`src/rtl/mlpta_pkg.sv`:
```
package mlpta_pkg;

    localparam int BOARD_ROWS_DEF    = 6;
    localparam int BOARD_COLS_DEF    = 7;
    localparam int FIRST_HIDDEN_DEF  = 64;
    localparam int SECOND_HIDDEN_DEF = 32;
    localparam int OUTPUT_COUNT_DEF  = 7;

    localparam int ACC_W = 42;

    localparam logic [28:0] LN2_Q24 = 29'd11629080;
    localparam logic [24:0] ONE_Q24 = 25'd16777216;
    localparam logic [3:0]  SERIES_TERMS = 4'd12;

    localparam logic       REQ_WRITE = 1'b0;
    localparam logic       REQ_CELL  = 1'b1;
    localparam logic [1:0] CELL_EMPTY = 2'b00;
    localparam logic [1:0] CELL_OWN   = 2'b01;
    localparam logic [1:0] CELL_OTHER = 2'b11;

    typedef logic signed [15:0] t_q12;

    typedef struct packed {
        logic start;
        t_q12 arg;
    } t_tanh_req;

    typedef struct packed {
        logic done;
        t_q12 value;
    } t_tanh_rsp;

    function automatic int clog2_min1(input int v);
        return (v > 1) ? $clog2(v) : 1;
    endfunction

    // Reciprocals rounded up, ceil(2^30 / n), for the series terms.
    function automatic logic [30:0] recip_q30(input logic [3:0] n);
        logic [30:0] r;
        case (n)
            4'd1:    r = 31'd1073741824;
            4'd2:    r = 31'd536870912;
            4'd3:    r = 31'd357913942;
            4'd4:    r = 31'd268435456;
            4'd5:    r = 31'd214748365;
            4'd6:    r = 31'd178956971;
            4'd7:    r = 31'd153391690;
            4'd8:    r = 31'd134217728;
            4'd9:    r = 31'd119304648;
            4'd10:   r = 31'd107374183;
            4'd11:   r = 31'd97612894;
            4'd12:   r = 31'd89478486;
            default: r = 31'd0;
        endcase
        return r;
    endfunction

endpackage

```
`src/rtl/mlpta_tanh.sv`:
```
module mlpta_tanh import mlpta_pkg::*; (
    input  logic      i_clk,
    input  logic      i_rst_n,
    input  t_tanh_req i_req,
    output t_tanh_rsp o_rsp
);

    typedef enum logic [2:0] {T_IDLE, T_K, T_M0, T_M1, T_MR, T_QS, T_E, T_DV} t_state;

    t_state       r_state;
    logic         r_done;
    t_q12         r_value;
    logic         r_neg;
    logic [28:0]  r_r;
    logic [4:0]   r_k;
    logic [24:0]  r_t;
    logic [25:0]  r_s;
    logic [3:0]   r_n;
    logic [36:0]  r_plo;
    logic [24:0]  r_x;
    logic [55:0]  r_m;
    logic [39:0]  r_num;
    logic [26:0]  r_den;
    logic [3:0]   r_bit;
    logic [12:0]  r_q;

    logic [15:0]  w_mag;
    logic [36:0]  w_plo;
    logic [36:0]  w_phi;
    logic [48:0]  w_psum;
    logic [55:0]  w_m;
    logic [24:0]  w_tn;
    logic [25:0]  w_eraw;
    logic [24:0]  w_e;
    logic [39:0]  w_dsh;
    logic         w_hit;
    logic [12:0]  w_qn;

    assign w_mag  = i_req.arg[15] ? 16'(~i_req.arg + 16'sd1) : 16'(i_req.arg);
    assign w_plo  = r_t * r_r[11:0];
    assign w_phi  = r_t * r_r[23:12];
    assign w_psum = {w_phi, 12'd0} + 49'(r_plo);
    assign w_m    = r_x * recip_q30(r_n);
    assign w_tn   = r_m[54:30];
    assign w_eraw = r_s >> r_k;
    assign w_e    = (w_eraw > 26'(ONE_Q24)) ? ONE_Q24 : w_eraw[24:0];
    assign w_dsh  = 40'(r_den) << r_bit;
    assign w_hit  = (r_num >= w_dsh);
    assign w_qn   = r_q | (13'(w_hit) << r_bit);

    always_ff @(posedge i_clk) begin
        if (!i_rst_n) begin
            r_state <= T_IDLE;
            r_done  <= 1'b0;
        end else begin
            r_done <= 1'b0;
            unique case (r_state)
                T_IDLE: begin
                    if (i_req.start) begin
                        r_neg   <= i_req.arg[15];
                        r_r     <= {w_mag, 13'd0};
                        r_k     <= 5'd0;
                        r_state <= T_K;
                    end
                end
                T_K: begin
                    if (r_r >= LN2_Q24) begin
                        r_r <= r_r - LN2_Q24;
                        r_k <= r_k + 5'd1;
                    end else begin
                        r_t     <= ONE_Q24;
                        r_s     <= 26'(ONE_Q24);
                        r_n     <= 4'd1;
                        r_state <= T_M0;
                    end
                end
                T_M0: begin
                    r_plo   <= w_plo;
                    r_state <= T_M1;
                end
                T_M1: begin
                    r_x     <= w_psum[48:24];
                    r_state <= T_MR;
                end
                T_MR: begin
                    r_m     <= w_m;
                    r_state <= T_QS;
                end
                T_QS: begin
                    r_t <= w_tn;
                    if (r_n[0]) begin
                        r_s <= r_s - 26'(w_tn);
                    end else begin
                        r_s <= r_s + 26'(w_tn);
                    end
                    if (r_n == SERIES_TERMS) begin
                        r_state <= T_E;
                    end else begin
                        r_n     <= r_n + 4'd1;
                        r_state <= T_M0;
                    end
                end
                T_E: begin
                    r_num   <= (40'(ONE_Q24 - w_e) << 13) + 40'(26'(ONE_Q24) + 26'(w_e));
                    r_den   <= 27'(26'(ONE_Q24) + 26'(w_e)) << 1;
                    r_bit   <= 4'd12;
                    r_q     <= 13'd0;
                    r_state <= T_DV;
                end
                T_DV: begin
                    if (w_hit) begin
                        r_num <= r_num - w_dsh;
                    end
                    r_q <= w_qn;
                    if (r_bit == 4'd0) begin
                        r_value <= r_neg ? -t_q12'({3'd0, w_qn}) : t_q12'({3'd0, w_qn});
                        r_done  <= 1'b1;
                        r_state <= T_IDLE;
                    end else begin
                        r_bit <= r_bit - 4'd1;
                    end
                end
                default: r_state <= T_IDLE;
            endcase
        end
    end

    assign o_rsp.done  = r_done;
    assign o_rsp.value = r_value;

endmodule

```
`config.mk`:
```
export PLATFORM = sky130hd
export DESIGN_NAME = mlpta_tanh
export DESIGN_NICKNAME = d
export VERILOG_FILES = /design/src/rtl/mlpta_pkg.sv /design/src/rtl/mlpta_tanh.sv
export SDC_FILE = /design/constraint.sdc
export NUM_CORES = 2
export LEC_CHECK = 0
export ABC_AREA = 1
export BUFFER_PORTS_ARGS = -buffer_cell sky130_fd_sc_hd__buf_2
export CORE_MARGIN = 5
export CORE_UTILIZATION = 55
export DETAILED_ROUTE_END_ITERATION = 8
export GPL_ROUTABILITY_DRIVEN = 0
export MAX_ROUTING_LAYER = met4
export PLACE_DENSITY = 0.79
export SLEW_MARGIN = 20
export SYNTH_ARGS = -nofsm -noshare
export SYNTH_HDL_FRONTEND = slang
export SYNTH_SLANG_ARGS = --single-unit
```
`constraint.sdc`:
```
create_clock -name i_clk -period 7.04 [get_ports i_clk]
set_input_delay 0.352 -clock i_clk [delete_from_list [all_inputs] [get_ports i_clk]]
set_output_delay 0.352 -clock i_clk [all_outputs]
set_load 0.03 [all_outputs]
```
==> impl_results.md <==
- Largest net degree at the start of global routing: 52
- Fmax: 0.1448 GHz
- 1st-pass router iterations: 8
- Vias: just over 50000
- Syn avg cell area: 7.949 um^2
- Yosys warnings: 0
- Starting density of the core: 55.49%
- Synth top area share: 34.92%
- First-pass GRT wire length: 279.4 mm
- Initial antenna violation count: 3
- I/O pin cnt: 36
- Synth Instances: 7609
- Clock tree buffer depth: 3
- Layout cells sized above 1: 7.584%
- Post-layout min period: 6.907 ns
- Vias in the first global route: between 50000 and 60000
- Overall Global Routing Usage: 31.20%
- Pins Over Slew Limit: 0
- Skew final: 0.02185 ns
- Crit path kind: flip-flop to flip-flop
- Clock Sinks: 288
- CTS tree: done
- Synth area leader: fa_1
- Setup crit start kind: flip-flop
- DRT antenna net count: 0
- Period utilization: roughly 98%
- Clock Latency Late Sink: 0.62 ns
- Num CTS Buffers: 39
- Most common cell in the netlist: inv_1
- Core Region: 0.1090 mm^2
- Most common library cells after synthesis: 1909 x inv_1, 1831 x nand2_1, 1055 x fa_1
- Mapped Area: 0.06048 mm^2
- Count of final hold-check violations: 0
- Detailed-route vias per instance: 5.659
- PortBufs: 35
- Seq cells post-synth: 288
- CP Capture Type: flip-flop
- H-Tree Level Count: 2
- Outcome: completed
- Area Growth Syn to Fin: 8.494%
- Sequential element share of the synthesized area: 13.85%
- Critical Path RT: 7.37 ns
- TNS Setup: 0 ns
- CP Max Fanout: 8
- Detailed Place HPWL: 145.3 mm
- Die X: ~340 um
- # nets final: just over 9000
- Clock transition at the registers of the reported paths: 0.06 ns
- Largest cells by area after synthesis: fa_1 35%, edfxtp_1 13%, inv_1 12%
- Post-synth EDFFs: 261
- DRC Markers: 0
- Die area: 0.1167 mm^2
- Finished Layout Cells: slightly above 9000
- 1st-iter DRT viols: about 5500
- Placed Cells incl. Taps: 9044
- Setup-failing EPs final: 0
- Netlist cell types: just under 70
- Die Ht: around 340 um
- Worst Hold Class: primary input to flip-flop
- Grt total ovfl: 0
- Worst-Margin Slew: 1.149 ns
- Routed WL per cell: 19.40 um
- DRT Wirelength: around 180 mm
- Maximum Capacitance Violations: 0
- Synth Flop Type: edfxtp_1
- FP Rows: 121
- Root Driver: clkbuf_16
- Crit path DAT: 7.24 ns
- Async S/R FF share, synth: 0%
- Synthesized net count: between 9000 and 10000
- Core Util, Final: around 60%
- Rel. slew slack: between 20% and 30%
timing repair:
| action | CTS | global route |
|---|---|---|
| hold buffers | 1 | 0 |
| hold endpoints to repair | 1 | 0 |
| resized for setup | 2 | 66 |
| endpoints found under the setup margin | 4 | 35 |
| buffers inserted | 3 | 20 |
| pin swaps | 0 | 12 |
critical path, stage by stage, from the launching register on:
cell      delay (ns)
edfxtp_1        0.52
buf_4           0.22
nand2_1         0.05
inv_1           0.06
fa_1            0.54
fa_1            0.56
inv_1           0.05
fa_1            0.50
inv_1           0.05
fa_1            0.48
inv_1           0.18
fa_2            0.52
fa_1            0.56
inv_1           0.08
fa_1            0.39
ha_1            0.34
a21oi_1         0.17
inv_1           0.09
a31oi_1         0.17
o221ai_1        0.14
o21bai_2        0.24
nand3_1         0.08
o211ai_1        0.12
nand3_1         0.10
o211ai_1        0.16
a21oi_2         0.20
xor2_1          0.08
area by class of cell:
type	instances	area, um^2
antenna	1	2.502
clock buffer	43	1022
clock inverter	28	322.8
fill	8991	43390
inverter	1924	7233
multi-input combinational	5087	43870
sequential	288	8383
tap	1414	1769
timing repair buffer	357	3019
registers in the layout (all words and copies together) (netlist names), named ones only:
signal	count
r_bit	4
r_den	26
r_done	1
r_k	5
r_m	25
r_n	4
r_neg	1
r_num	40
r_plo	25
r_q	13
r_r	26
r_s	26
r_state	3
r_t	25
r_value	16
r_x	25
path summary, 6_finish.rpt:
path                           startpoint                       to  slack (ns)  depth (start not counted)
setup / recovery        r_x[11]$_DFFE_PP_        r_m[54]$_DFFE_PP_        0.13                         26
hold / removal                  i_req[16]          r_neg$_DFFE_PP_        0.13                          3
setup reg to reg        r_x[11]$_DFFE_PP_        r_m[54]$_DFFE_PP_        0.13                         26
hold reg to reg   r_state[1]$_SDFFE_PN0P_  r_state[1]$_SDFFE_PN0P_        0.55                          2
stage by stage:
stage / hold slack (ns) / cell area [um^2] / setup slack, ns
after floorplan: 0.4509 / 60480 / 0.009116
after detailed placement: 0.5404 / 63780 / -0.1034
after global placement: 0.5088 / 63780 / -0.07781
final: 0.1261 / 65620 / 0.1333
after CTS: 0.1062 / 65170 / 0.01032
after global routing: 0.1242 / 65620 / -0.06151
cells by family (layout without fill, tap and decap cells):
group	Yosys count	in the layout	synth area share (%)
multiplexers	12	12	0.1986
AND/OR/NAND/NOR	2595	2595	17.48
buffers and inverters	2234	2352	14.09
AO/OA/AOI/OAI	771	771	7.162
other	0	1	0
XOR/XNOR	199	199	2.882
flip-flops	288	288	13.85
adder cells (fa/ha/maj)	1510	1510	44.33
cell usage in the layout, fill, tap and decap left out, types with 20 or more instances in the layout:
| cell type | Yosys | final |
|---|---|---|
| nor3_1 | 43 | 40 |
| nand2_1 | 1831 | 1830 |
| buf_12 | 1 | 31 |
| a21oi_1 | 322 | 306 |
| nand4_1 | 33 | 33 |
| xor2_1 | 144 | 144 |
| o21ai_1 | 14 | 20 |
| xnor2_1 | 55 | 55 |
| inv_1 | 1909 | 1907 |
| buf_4 | 5 | 284 |
| clkbuf_16 | 0 | 40 |
| fa_1 | 1055 | 1050 |
| o21ai_0 | 257 | 248 |
| nand3_1 | 267 | 264 |
| nor2_1 | 323 | 315 |
| dfxtp_1 | 27 | 23 |
| ha_1 | 455 | 449 |
| edfxtp_1 | 261 | 261 |
| o21a_1 | 20 | 20 |
| buf_2 | 11 | 36 |
| a31oi_1 | 41 | 41 |
| nand2_2 | 31 | 32 |
layer usage:
metal | share of wire [%] | up-vias | GRT usage [%]
li1 | - | 23009 | -
met1 | 36 | 24731 | 37.71
met2 | 46 | 3203 | 49.79
met3 | 11 | 794 | 6.224
met4 | 7.0 | 0 | 16.56
met5 | 0 | - | -
Power is not shown: default switching activity piles up to over one toggle a cycle in this logic, so the estimate is an artifact.
